[config.mk]
export PLATFORM = sky130hd
export DESIGN_NAME = dns_name_label_encoder_unit
export DESIGN_NICKNAME = d
export VERILOG_FILES = /design/src/hw/rtl/dnle_pkg.sv /design/src/hw/rtl/dnle_ram.sv /design/src/hw/rtl/dnle_cmdq.sv /design/src/hw/rtl/dnle_front.sv /design/src/hw/rtl/dnle_back.sv /design/src/hw/rtl/dns_name_label_encoder_unit.sv
export VERILOG_INCLUDE_DIRS = /design/src /design/src/hw/rtl
export SDC_FILE = /design/constraint.sdc
export NUM_CORES = 1
export LEC_CHECK = 0
export BUFFER_PORTS_ARGS = -buffer_cell sky130_fd_sc_hd__buf_2
export CORE_MARGIN = 4
export CORE_UTILIZATION = 50
export CTS_CLUSTER_DIAMETER = 120
export CTS_CLUSTER_SIZE = 8
export DETAILED_ROUTE_END_ITERATION = 10
export GPL_ROUTABILITY_DRIVEN = 1
export HOLD_SLACK_MARGIN = 0.05
export PLACE_DENSITY = 0.65
export SETUP_SLACK_MARGIN = 0.4
export SYNTH_ARGS = -nofsm -noshare
export SYNTH_HDL_FRONTEND = slang
export SYNTH_HIERARCHICAL = 1
export SYNTH_SLANG_ARGS = --single-unit
[constraint.sdc]
create_clock -name clk -period 6.65 [get_ports clk]
set_clock_uncertainty 0.15 [all_clocks]
set_input_delay 0.9975 -clock clk [delete_from_list [all_inputs] [get_ports clk]]
set_output_delay 0.9975 -clock clk [all_outputs]
set_load 0.02 [all_outputs]
[src/hw/rtl/dns_name_label_encoder_unit_macros.svh]
// Assertion helpers shared by the encoder modules.
// Each module that asserts has clk and rst_n in scope.
`ifndef DNS_NAME_LABEL_ENCODER_UNIT_MACROS_SVH
`define DNS_NAME_LABEL_ENCODER_UNIT_MACROS_SVH

// Same-cycle implication, disabled during reset
`define DNLE_ASSERT_IMP(lbl, ante, cons) \
  lbl: assert property (@(posedge clk) disable iff (!rst_n) (ante) |-> (cons)) \
    else $error("dnle: same-cycle check failed");

// Next-cycle implication, disabled during reset
`define DNLE_ASSERT_NXT(lbl, ante, cons) \
  lbl: assert property (@(posedge clk) disable iff (!rst_n) (ante) |=> (cons)) \
    else $error("dnle: next-cycle check failed");

`endif

[src/hw/rtl/dnle_pkg.sv]
`timescale 1ns / 1ps

package dnle_pkg;

  // Default longest label, and width of a label character count
  localparam int MAX_LABEL_DEF = 62;
  localparam int CNT_W         = 6;

  localparam logic [7:0] SEP_CHAR  = 8'h2E;
  localparam logic [7:0] TERM_BYTE = 8'h00;

  // One job for the back end: an optional label flush and an optional terminator
  typedef struct packed {
    logic             has_label;
    logic             bank;
    logic [CNT_W-1:0] cnt;
    logic             err;
    logic             term;
  } cmd_t;

  // Back end hands a label bank back to the front end
  typedef struct packed {
    logic valid;
    logic bank;
  } release_t;

  typedef enum logic [2:0] {
    BK_IDLE,
    BK_LEN,
    BK_RD,
    BK_DATA,
    BK_TERM
  } bk_state_t;

endpackage

[src/hw/rtl/dnle_ram.sv]
`timescale 1ns / 1ps

module dnle_ram #(
  parameter int WIDTH = 8,
  parameter int DEPTH = 124
) (
  input  logic                     clk,
  input  logic                     we,
  input  logic [$clog2(DEPTH)-1:0] waddr,
  input  logic [WIDTH-1:0]         wdata,
  input  logic                     re,
  input  logic [$clog2(DEPTH)-1:0] raddr,
  output logic [WIDTH-1:0]         rdata
);

  logic [WIDTH-1:0] mem_r [DEPTH];
  logic [WIDTH-1:0] rdata_r;

  // Write port
  always_ff @(posedge clk) begin
    if (we) begin
      mem_r[waddr] <= wdata;
    end
  end

  // Registered read, held between reads
  always_ff @(posedge clk) begin
    if (re) begin
      rdata_r <= mem_r[raddr];
    end
  end

  assign rdata = rdata_r;

endmodule

[src/hw/rtl/dnle_cmdq.sv]
`timescale 1ns / 1ps
`include "dns_name_label_encoder_unit_macros.svh"

module dnle_cmdq (
  input  logic            clk,
  input  logic            rst_n,
  input  logic            push,
  input  dnle_pkg::cmd_t  push_cmd,
  input  logic            pop,
  output dnle_pkg::cmd_t  head,
  output logic            full,
  output logic            empty
);

  dnle_pkg::cmd_t slot_r [2];
  logic           wp_r, wp_nxt;
  logic           rp_r, rp_nxt;
  logic [1:0]     cnt_r, cnt_nxt;

  // Advance pointers and fill count
  always_comb begin
    wp_nxt  = push ? ~wp_r : wp_r;
    rp_nxt  = pop ? ~rp_r : rp_r;
    cnt_nxt = cnt_r + {1'b0, push} - {1'b0, pop};
  end

  always_ff @(posedge clk) begin
    if (!rst_n) begin
      wp_r  <= 1'b0;
      rp_r  <= 1'b0;
      cnt_r <= 2'd0;
    end else begin
      wp_r  <= wp_nxt;
      rp_r  <= rp_nxt;
      cnt_r <= cnt_nxt;
    end
  end

  // Store a pushed job
  always_ff @(posedge clk) begin
    if (push) begin
      slot_r[wp_r] <= push_cmd;
    end
  end

  assign head  = slot_r[rp_r];
  assign full  = (cnt_r == 2'd2);
  assign empty = (cnt_r == 2'd0);

  `DNLE_ASSERT_IMP(a_no_push_full, push, !full)
  `DNLE_ASSERT_IMP(a_no_pop_empty, pop, !empty)

endmodule

[src/hw/rtl/dnle_front.sv]
`timescale 1ns / 1ps
`include "dns_name_label_encoder_unit_macros.svh"

module dnle_front #(
  parameter int MAX_LABEL = dnle_pkg::MAX_LABEL_DEF,
  parameter int AW        = $clog2(2 * dnle_pkg::MAX_LABEL_DEF)
) (
  input  logic                 clk,
  input  logic                 rst_n,
  input  logic                 in_valid,
  output logic                 in_ready,
  input  logic [7:0]           in_ch,
  input  logic                 in_last,
  input  logic                 q_full,
  output logic                 q_push,
  output dnle_pkg::cmd_t       q_cmd,
  output logic                 wr_en,
  output logic [AW-1:0]        wr_addr,
  output logic [7:0]           wr_data,
  input  dnle_pkg::release_t   rel
);

  localparam int CW = dnle_pkg::CNT_W;

  logic          bank_r, bank_nxt;
  logic [1:0]    busy_r, busy_nxt;
  logic [CW-1:0] cnt_r, cnt_nxt;
  logic          err_r, err_nxt;

  logic          acc;
  logic          is_sep;
  logic          cnt_zero;
  logic          cnt_full;
  logic          store;
  logic          err_step;
  logic [CW-1:0] cnt_step;
  logic          has_label;

  // Classify the character, drive in_ready and the label memory write, and build the back-end job
  always_comb begin
    is_sep    = (in_ch == dnle_pkg::SEP_CHAR);
    cnt_zero  = (cnt_r == '0);
    cnt_full  = (cnt_r == CW'(MAX_LABEL));
    in_ready  = !q_full && !busy_r[bank_r];
    acc       = in_valid && in_ready;
    store     = !is_sep && !cnt_full;
    err_step  = err_r | (is_sep & cnt_zero) | (!is_sep & cnt_full);
    cnt_step  = store ? cnt_r + CW'(1) : cnt_r;
    has_label = is_sep ? !cnt_zero : 1'b1;

    q_push = acc && ((is_sep && !cnt_zero) || in_last);
    q_cmd  = '{has_label: has_label, bank: bank_r, cnt: cnt_step,
               err: err_step, term: in_last};

    wr_en   = acc && store;
    wr_addr = AW'(cnt_r) + (bank_r ? AW'(MAX_LABEL) : '0);
    wr_data = in_ch;
  end

  // Track bank ownership, label count and the sticky error
  always_comb begin
    bank_nxt = bank_r;
    busy_nxt = busy_r;
    cnt_nxt  = cnt_r;
    err_nxt  = err_r;
    if (rel.valid) begin
      busy_nxt[rel.bank] = 1'b0;
    end
    if (acc) begin
      if (q_push && has_label) begin
        busy_nxt[bank_r] = 1'b1;
        bank_nxt         = ~bank_r;
        cnt_nxt          = '0;
      end else begin
        cnt_nxt = cnt_step;
      end
      err_nxt = err_step;
      if (in_last) begin
        cnt_nxt = '0;
        err_nxt = 1'b0;
      end
    end
  end

  always_ff @(posedge clk) begin
    if (!rst_n) begin
      bank_r <= 1'b0;
      busy_r <= 2'b00;
      cnt_r  <= '0;
      err_r  <= 1'b0;
    end else begin
      bank_r <= bank_nxt;
      busy_r <= busy_nxt;
      cnt_r  <= cnt_nxt;
      err_r  <= err_nxt;
    end
  end

  `DNLE_ASSERT_NXT(a_bank_flip, q_push && q_cmd.has_label, bank_r != $past(bank_r))
  `DNLE_ASSERT_IMP(a_release_owned, rel.valid, busy_r[rel.bank])

endmodule

[src/hw/rtl/dnle_back.sv]
`timescale 1ns / 1ps
`include "dns_name_label_encoder_unit_macros.svh"

module dnle_back #(
  parameter int MAX_LABEL = dnle_pkg::MAX_LABEL_DEF,
  parameter int AW        = $clog2(2 * dnle_pkg::MAX_LABEL_DEF)
) (
  input  logic                 clk,
  input  logic                 rst_n,
  input  logic                 q_empty,
  input  dnle_pkg::cmd_t       q_head,
  output logic                 q_pop,
  output logic                 rd_en,
  output logic [AW-1:0]        rd_addr,
  input  logic [7:0]           rd_data,
  output logic                 out_valid,
  input  logic                 out_ready,
  output logic [7:0]           out_byte,
  output logic                 out_error,
  output logic                 out_end_of_name,
  output dnle_pkg::release_t   rel
);

  localparam int CW = dnle_pkg::CNT_W;

  dnle_pkg::bk_state_t state_r, state_nxt;
  dnle_pkg::cmd_t      cur_r, cur_nxt;
  logic [CW-1:0]       idx_r, idx_nxt;
  logic                ov_r, ov_nxt;
  logic [7:0]          ob_r, ob_nxt;
  logic                oe_r, oe_nxt;
  logic                oeon_r, oeon_nxt;
  logic                slot_free;

  // Sequence length byte, label bytes and terminator
  always_comb begin
    state_nxt = state_r;
    cur_nxt   = cur_r;
    idx_nxt   = idx_r;
    ov_nxt    = ov_r && !out_ready;
    ob_nxt    = ob_r;
    oe_nxt    = oe_r;
    oeon_nxt  = oeon_r;
    q_pop     = 1'b0;
    rd_en     = 1'b0;
    rel       = '0;
    slot_free = !ov_r || out_ready;
    rd_addr   = AW'(idx_r) + (cur_r.bank ? AW'(MAX_LABEL) : '0);

    case (state_r)
      dnle_pkg::BK_IDLE: begin
        if (!q_empty) begin
          q_pop     = 1'b1;
          cur_nxt   = q_head;
          state_nxt = q_head.has_label ? dnle_pkg::BK_LEN : dnle_pkg::BK_TERM;
        end
      end
      dnle_pkg::BK_LEN: begin
        if (slot_free) begin
          ov_nxt    = 1'b1;
          ob_nxt    = 8'(cur_r.cnt);
          oe_nxt    = cur_r.err;
          oeon_nxt  = 1'b0;
          idx_nxt   = '0;
          state_nxt = dnle_pkg::BK_RD;
        end
      end
      dnle_pkg::BK_RD: begin
        rd_en     = 1'b1;
        state_nxt = dnle_pkg::BK_DATA;
      end
      dnle_pkg::BK_DATA: begin
        if (slot_free) begin
          ov_nxt   = 1'b1;
          ob_nxt   = rd_data;
          oe_nxt   = cur_r.err;
          oeon_nxt = 1'b0;
          if (idx_r == cur_r.cnt - CW'(1)) begin
            rel       = '{valid: 1'b1, bank: cur_r.bank};
            state_nxt = cur_r.term ? dnle_pkg::BK_TERM : dnle_pkg::BK_IDLE;
          end else begin
            idx_nxt   = idx_r + CW'(1);
            state_nxt = dnle_pkg::BK_RD;
          end
        end
      end
      dnle_pkg::BK_TERM: begin
        if (slot_free) begin
          ov_nxt    = 1'b1;
          ob_nxt    = dnle_pkg::TERM_BYTE;
          oe_nxt    = cur_r.err;
          oeon_nxt  = 1'b1;
          state_nxt = dnle_pkg::BK_IDLE;
        end
      end
      default: begin
        state_nxt = dnle_pkg::BK_IDLE;
      end
    endcase
  end

  always_ff @(posedge clk) begin
    if (!rst_n) begin
      state_r <= dnle_pkg::BK_IDLE;
      ov_r    <= 1'b0;
    end else begin
      state_r <= state_nxt;
      ov_r    <= ov_nxt;
    end
  end

  // Payload registers
  always_ff @(posedge clk) begin
    cur_r  <= cur_nxt;
    idx_r  <= idx_nxt;
    ob_r   <= ob_nxt;
    oe_r   <= oe_nxt;
    oeon_r <= oeon_nxt;
  end

  assign out_valid       = ov_r;
  assign out_byte        = ob_r;
  assign out_error       = oe_r;
  assign out_end_of_name = oeon_r;

  `DNLE_ASSERT_IMP(a_rel_from_data, rel.valid,
                   state_r == dnle_pkg::BK_DATA && cur_r.has_label)
  `DNLE_ASSERT_IMP(a_len_has_label, state_r == dnle_pkg::BK_LEN, cur_r.has_label)

endmodule

[src/hw/rtl/dns_name_label_encoder_unit.sv]
`timescale 1ns / 1ps
// Channel   Ports                                       Role
// in        in_valid/in_ready, in_ch, in_last           one name character per transfer
// out       out_valid/out_ready, out_byte, out_error,   one wire-format byte per transfer
//           out_end_of_name
//
// The front end takes one character per cycle into one of two label banks of the
// label memory; it stalls only when the bank it fills is still being read out or
// the two-entry job queue is full.
// The back end sends a length byte from BK_LEN, each label byte by a memory read
// (BK_RD) then an output load (BK_DATA), and the terminator from BK_TERM; jobs start
// in BK_IDLE. The memory read sets the pace: no byte is read before the last is loaded.
// Reset is synchronous, active low, and needs no clearing pass.

module dns_name_label_encoder_unit #(
  parameter int MAX_LABEL = dnle_pkg::MAX_LABEL_DEF
) (
  input  logic       clk,
  input  logic       rst_n,
  input  logic       in_valid,
  output logic       in_ready,
  input  logic [7:0] in_ch,
  input  logic       in_last,
  output logic       out_valid,
  input  logic       out_ready,
  output logic [7:0] out_byte,
  output logic       out_error,
  output logic       out_end_of_name
);

  localparam int DEPTH = 2 * MAX_LABEL;
  localparam int AW    = $clog2(DEPTH);

  logic               q_full;
  logic               q_empty;
  logic               q_push;
  logic               q_pop;
  dnle_pkg::cmd_t     q_cmd;
  dnle_pkg::cmd_t     q_head;
  logic               wr_en;
  logic [AW-1:0]      wr_addr;
  logic [7:0]         wr_data;
  logic               rd_en;
  logic [AW-1:0]      rd_addr;
  logic [7:0]         rd_data;
  dnle_pkg::release_t rel;

  dnle_front #(
    .MAX_LABEL(MAX_LABEL),
    .AW       (AW)
  ) u_front (
    .clk     (clk),
    .rst_n   (rst_n),
    .in_valid(in_valid),
    .in_ready(in_ready),
    .in_ch   (in_ch),
    .in_last (in_last),
    .q_full  (q_full),
    .q_push  (q_push),
    .q_cmd   (q_cmd),
    .wr_en   (wr_en),
    .wr_addr (wr_addr),
    .wr_data (wr_data),
    .rel     (rel)
  );

  dnle_ram #(
    .WIDTH(8),
    .DEPTH(DEPTH)
  ) u_label_mem (
    .clk  (clk),
    .we   (wr_en),
    .waddr(wr_addr),
    .wdata(wr_data),
    .re   (rd_en),
    .raddr(rd_addr),
    .rdata(rd_data)
  );

  dnle_cmdq u_cmdq (
    .clk     (clk),
    .rst_n   (rst_n),
    .push    (q_push),
    .push_cmd(q_cmd),
    .pop     (q_pop),
    .head    (q_head),
    .full    (q_full),
    .empty   (q_empty)
  );

  dnle_back #(
    .MAX_LABEL(MAX_LABEL),
    .AW       (AW)
  ) u_back (
    .clk            (clk),
    .rst_n          (rst_n),
    .q_empty        (q_empty),
    .q_head         (q_head),
    .q_pop          (q_pop),
    .rd_en          (rd_en),
    .rd_addr        (rd_addr),
    .rd_data        (rd_data),
    .out_valid      (out_valid),
    .out_ready      (out_ready),
    .out_byte       (out_byte),
    .out_error      (out_error),
    .out_end_of_name(out_end_of_name),
    .rel            (rel)
  );

endmodule

Word-level counts from Yosys, hierarchy flattened. Memory sizes are Yosys's and may differ from the RTL's. A register that Yosys moved wholly into a read port is not among the register bits. Cells that the tools add are included.

Multiplexer cells: 49. Bitwise operators: 11. Reduce and logical (&&, ||, !) cells: 34. $add $sub $neg: 7. Order comparisons: 4. Equal/unequal tests: 14.

Operators by type and width (count): $mux 6 (8); $mux 8 (3); $pmux 8 s3 (1); $mux 3 (7); $mux 1 (19); $pmux 3 s5 (1); $add 6x7->7 (2); $add 6x1->6 const B (2); $mux 2 (6); $pmux 6 s2 (1); $reduce_and 4->1 (3); $logic_and 1x1->1 (10); $eq 8x6->1 const B (1); $ne 2x1->1 const B (4); $logic_not 1->1 (7); $eq 3x2->1 const B (2); $eq 6x6->1 (1); $eq 6x6->1 const B (1); $logic_not 6->1 (1); $reduce_and 2->1 (3); $sub 6x1->6 const B (1); $lt 1x2->1 const B (2); $ne 2x2->1 const B (2); $not 1->1 (4); other kinds (21) (27).

Output and inout port bits: 12. Memories kept: 2. Bits in writable memories: 1012. Bits in registers: 43.

Memory list: u_label_mem.mem_r (words 124, bits a word 8, rd ports 1, clocked after Yosys merged registers in 1, write ports 1, RTL line dnle_ram.sv:16) `logic [WIDTH-1:0] mem_r [DEPTH];`; u_cmdq.slot_r (words 2, bits a word 10, rd ports 1, clocked after Yosys merged registers in 1, write ports 1, RTL line dnle_cmdq.sv:15) `dnle_pkg::cmd_t slot_r [2];`.

Longest topological paths before layout.
Word-level depth: 15. Gate-level depth with buffers: 13. Gate-level depth less buffers: 12.

By module. The synthesis kept the hierarchy.

By module, submodules not included: dnle_ram (instances 1, cells each 1842, area each 38932.3 um^2); dnle_back (instances 1, cells each 134, area each 1539.0 um^2); dnle_front (instances 1, cells each 112, area each 948.4 um^2); dnle_cmdq (instances 1, cells each 52, area each 943.4 um^2).

Least setup slack after synthesis. No wires, ideal clock.

Kind: input -> register. Start point: input in_ch[1]. End point: memory u_label_mem.mem_r[96][0] (enable). Path buffers: 1. Required time: 6.117 ns. Path slack: 3.183 ns. Arrival: 2.933 ns. Library setup time: 0.383 ns. Stages: 8. Cells stage by stage: and4b_1 -> o2bb2a_1 -> inv_1 -> nor2_1 -> clkbuf_1 -> nor2b_1 -> nand4_1 -> nor3_1.

Longest elaborated chain between the ends: 6.

Ends and longest elaborated chain: start, declared (RTL line dns_name_label_encoder_unit.sv:22) `input logic [7:0] in_ch,`; $eq 8x6->1 (RTL line dnle_front.sv:41) `is_sep = (in_ch == dnle_pkg::SEP_CHAR);`; $logic_not 1->1 (RTL line dnle_front.sv:46) `store = !is_sep && !cnt_full;`; $logic_and 1x1->1 (RTL line dnle_front.sv:46); $logic_and 1x1->1 (RTL line dnle_front.sv:55) `wr_en = acc && store;`; named net wr_en (RTL line dns_name_label_encoder_unit.sv:40) `logic wr_en;`; $mux 1 (RTL line dnle_ram.sv:21) `if (we) begin`; $mux 1 (implied by the code) (RTL line dnle_ram.sv:22) `mem_r[waddr] <= wdata;`; end, declared (RTL line dnle_ram.sv:16).

The timed path passes the listed nets, and every way through them passes these cells.

Worst setup path in the final report.
Start point: input in_ch[0]. End point: memory u_label_mem.mem_r[62][7] (enable).

Same word-level chain as after synthesis.

==> impl_summary.txt <==
----------------------------------------------------
[Status]
  Run status ... complete, no violations

[Clock network]
  CTS hold repair buffers ... 0
  CTS buffer count ... 150
  Number of gates resized after CTS ... 0
  Clk root buf ... clkbuf_16
  Bufs on Longest Clock Path ... 3
  Clk Latency, worst-skew pair ... between 700 and 800 ps
  Clock-pin transition on the worst setup and hold timing paths ... around 50 ps
  CTS sink count ... between 1000 and 1500
  Post-CTS Repair Setup Buffers ... 0
  CTS tree ... built
  Deepest level of the CTS H-tree ... 4

[Synth]
  Portion of the post-synthesis area used by sequential elements ... 0.750
  Ys flop type ... edfxtp_1
  Number of storage elements in the synthesis netlist ... around 1100
  Number of synthesized flops with an enable pin ... 1045
  Cell area after technology mapping ... approximately 42000 sq um
  Synth unique cells ... 82
  Share of Yosys cell area claimed by the top area cell type ... 0.741
  Count leader, synth ... edfxtp_1
  Total number of yosys warnings ... 6
  Cell taking the most area after synthesis ... edfxtp_1
  Proportion of synthesized flip-flops having asynchronous set or reset ... 0
  Total nets after synthesis ... 2172
  Synthesized area per cell ... approximately 20 sq um
  Most used standard cells in the synthesized netlist ... 1045 x edfxtp_1, 239 x mux4_2, 162 x nor2_1, 81 x nand2_1, 69 x mux2i_1
  Number of instances in the synthesized netlist ... approximately 2100
  Dominant cells by area after synthesis ... edfxtp_1 74%, mux4_2 13%, mux2i_1 1.6%, nor2_1 1.4%, dfxtp_1 0.90%

[Worst hold path]
  Hold depth ... 0
  End of the worst hold path ... u_back/out_error$_DFFE_PP_
  Class of the tightest hold or removal check ... flip-flop to flip-flop
  Min-Delay Startpoint ... u_back/cur_r[1]$_DFFE_PP_

[Critical path]
  Depth of the worst register-to-register path ... 10
  Signal arrival time at the worst endpoint ... between 5000 and 6000 ps
  Critical Path Fanout Max ... 50
  Reg-to-reg slack, setup ... between 1500 and 2000 ps
  Slowest stage cell on the critical path ... nand3_1
  Crit path from ... in_ch[0]
  Worst r2r src ... u_front/cnt_r[0]$_SDFFE_PN0P_
  Data required, critical path ... ~6800 ps
  R2R Path End ... u_label_mem/mem_r[62][7]$_DFFE_PP_
  Critical-path cell list ... buf_4 > and4b_1 > o2bb2a_1 > inv_1 > nor2_1 > nor2b_1 > nand3_1 > buf_4 > nor2_1
  Crit end category ... flip-flop
  Kind of start point of the critical path ... primary input
  Crit path largest cell delay ... between 700 and 800 ps
  Type of the worst setup path ... primary input to flip-flop

[Placed design]
  Port Buffers ... 24
  HPWL reported at the end of detailed placement ... approximately 62000 microns
  Placer congestion estimate ... roughly 0.87

[Drt]
  Post-route antenna net violation count ... 0
  Wire length after detailed routing ... 103000 microns
  Vias after detailed routing ... 21600
  Average via count per standard cell ... 6.37
  Violation count after the first detailed-routing iteration ... between 2000 and 3000
  Detailed-route DRC error count ... 0
  Router iterations before antenna repair ... 5
  Routed wirelength normalized by instance count ... 30.4 microns

[Die]
  Floorplan die area ... just under 90000 sq um
  Die boundary height ... roughly 300 microns
  Die width ... about 300 microns
  Top-Level Pins ... 25
  Std-Cell Rows ... roughly 110
  Placeable core region ... roughly 84000 sq um
  Initial standard-cell utilization of the core ... 0.505

[Global route]
  Global-route wire length before repair ... 152000 microns
  Combined global-route utilization of all metal layers ... 0.233
  Largest net degree at the start of global routing ... a little under 90
  Number of global-route vias before repair ... between 20000 and 25000
  Final global-route overflow total ... 0
  Antenna violations before repair ... 1

[STA]
  Maximum frequency from static timing analysis ... a little over 200 MHz
  Shortest clock period the worst path allows after layout ... slightly below 5000 ps
  Final Hold Vio Count ... 0
  Final setup vio count ... 0
  Max Transition Viols Final ... 0
  Ratio of final minimum period to clock period ... 0.739
  Actual slew at the worst max-slew pin ... 1370 ps
  Setup repair after global routing missed its margin ... false
  Setup TNS ... 0 ps
  Relative slew margins ... 0.0863

[Pwr]
  Final total power ... approximately 22 mW
  Maximum VDD drop ... about 0.28 mV
  Cell Pwr Density ... between 400 and 500 nW/um^2
  Leakage power total ... roughly 15 nW

[Finish]
  Core utilization of the finished layout ... 0.569
  Number of nets at the end of the flow ... between 2000 and 2500
  Ratio of cells with drive above 1 in the final layout ... 0.226
  Number of antenna cells inserted ... 0
  Signed area change from the synthesized netlist to the final layout ... 12.6%

[Job]
  Max Cap Viol ... 0

----------------------------------------------------
[routing by layer]
layer	track usage	part of all wire	vias to the layer above
met5	0	0.000097	-
met4	0.0837	0.032	2
met3	0.0488	0.089	202
met2	0.369	0.48	1157
met1	0.327	0.39	11400
li1	-	-	8904
[area by class of cell]
class	instances	area, sq um
flip-flops and latches	1064	31800
clock buffers	161	3880
fillers	6163	36100
inverters	22	85.1
well taps	1134	1420
clock inverters	9	113
multi-input cells	934	9850
repair buffers	74	578
[flip-flops by register name, indices dropped and copies added, names as in the netlist, named ones only]
name / flops
u_front/cnt_r: 6
u_cmdq/slot_r: 20
u_cmdq/rp_r: 1
u_label_mem/rdata: 8
u_back/out_valid: 1
u_cmdq/wp_r: 1
u_front/err_r: 1
u_back/out_error: 1
u_back/out_byte: 8
u_back/idx_r: 6
u_back/out_end_of_name: 1
u_label_mem/mem_r: 992
u_front/busy_r: 2
u_back/cur_r: 9
u_back/state_r: 3
u_front/bank_r: 1
u_cmdq/cnt_r: 2
[cell usage in the layout (no fill, tap or decap), types with 9 or more instances in the layout]
cell type	instances
mux4_2	239
nor2b_1	26
a22oi_1	27
dfxtp_1	19
buf_2	16
nand2b_1	12
clkbuf_16	154
buf_4	53
o22ai_1	17
mux2i_1	69
o21ai_0	19
o221ai_1	9
xnor2_1	13
nor2_1	162
inv_1	17
nor3_1	21
nand3_1	29
a21oi_1	35
ha_1	16
mux2_2	11
and2_1	14
edfxtp_1	1045
nand2_1	81
[kinds of logic (layout without fill, tap and decap cells)]
group           after synthesis  count (layout)  synth area share
fa+ha+maj                    19              19           0.00597
xor+xnor                     25              25           0.00549
buf+inv                     142             266            0.0187
compound gates              191             191            0.0320
flops                      1064            1064             0.750
mux                         319             319             0.146
simple gates                380             380            0.0419
[worst max-delay path, delay by kind of cell]
kind	cells	cell delay (ps)
buffers and inverters	3	1000
AO/OA/AOI/OAI	1	500
AND/OR/NAND/NOR	5	2550
[through the flow]
stage / setup WS (ps) / area, sq um / cells / hold slack [ps]
2_1_floorplan: 3180 / 42400 / 2140 / 250
4_1_cts: 1730 / 47700 / 3398 / 296
6_report: 1730 / 47700 / 3398 / 286
3_3_place_gp: 1160 / 43700 / 3228 / 261
3_5_place_dp: 989 / 43700 / 3228 / 284
5_1_grt: 1530 / 47700 / 3398 / 313
[worst max path at each step]
| stage | end | slack [ps] | cells past startpoint |
|---|---|---|---|
| floorplan | u_label_mem/mem_r[96][0]$_DFFE_PP_ | 3180 | 8 |
| global placement | u_label_mem/mem_r[62][2]$_DFFE_PP_ | 1160 | 9 |
| detailed placement | u_label_mem/mem_r[6][1]$_DFFE_PP_ | 990 | 9 |
| CTS | u_label_mem/mem_r[6][3]$_DFFE_PP_ | 1730 | 9 |
| global route | u_label_mem/mem_r[6][3]$_DFFE_PP_ | 1530 | 9 |
| finish | u_label_mem/mem_r[62][7]$_DFFE_PP_ | 1730 | 9 |
[report_power, final]
| part | leakage [nW] | switching (mW) | internal [mW] | total, mW |
|---|---|---|---|---|
| logic | 3.70 | 4.56 | 2.60 | 7.16 |
| clock network | 1.96 | 2.55 | 4.06 | 6.61 |
| registers | 9.57 | 0.141 | 7.61 | 7.75 |
No activity file was read; power rests on OpenSTA's default activity.
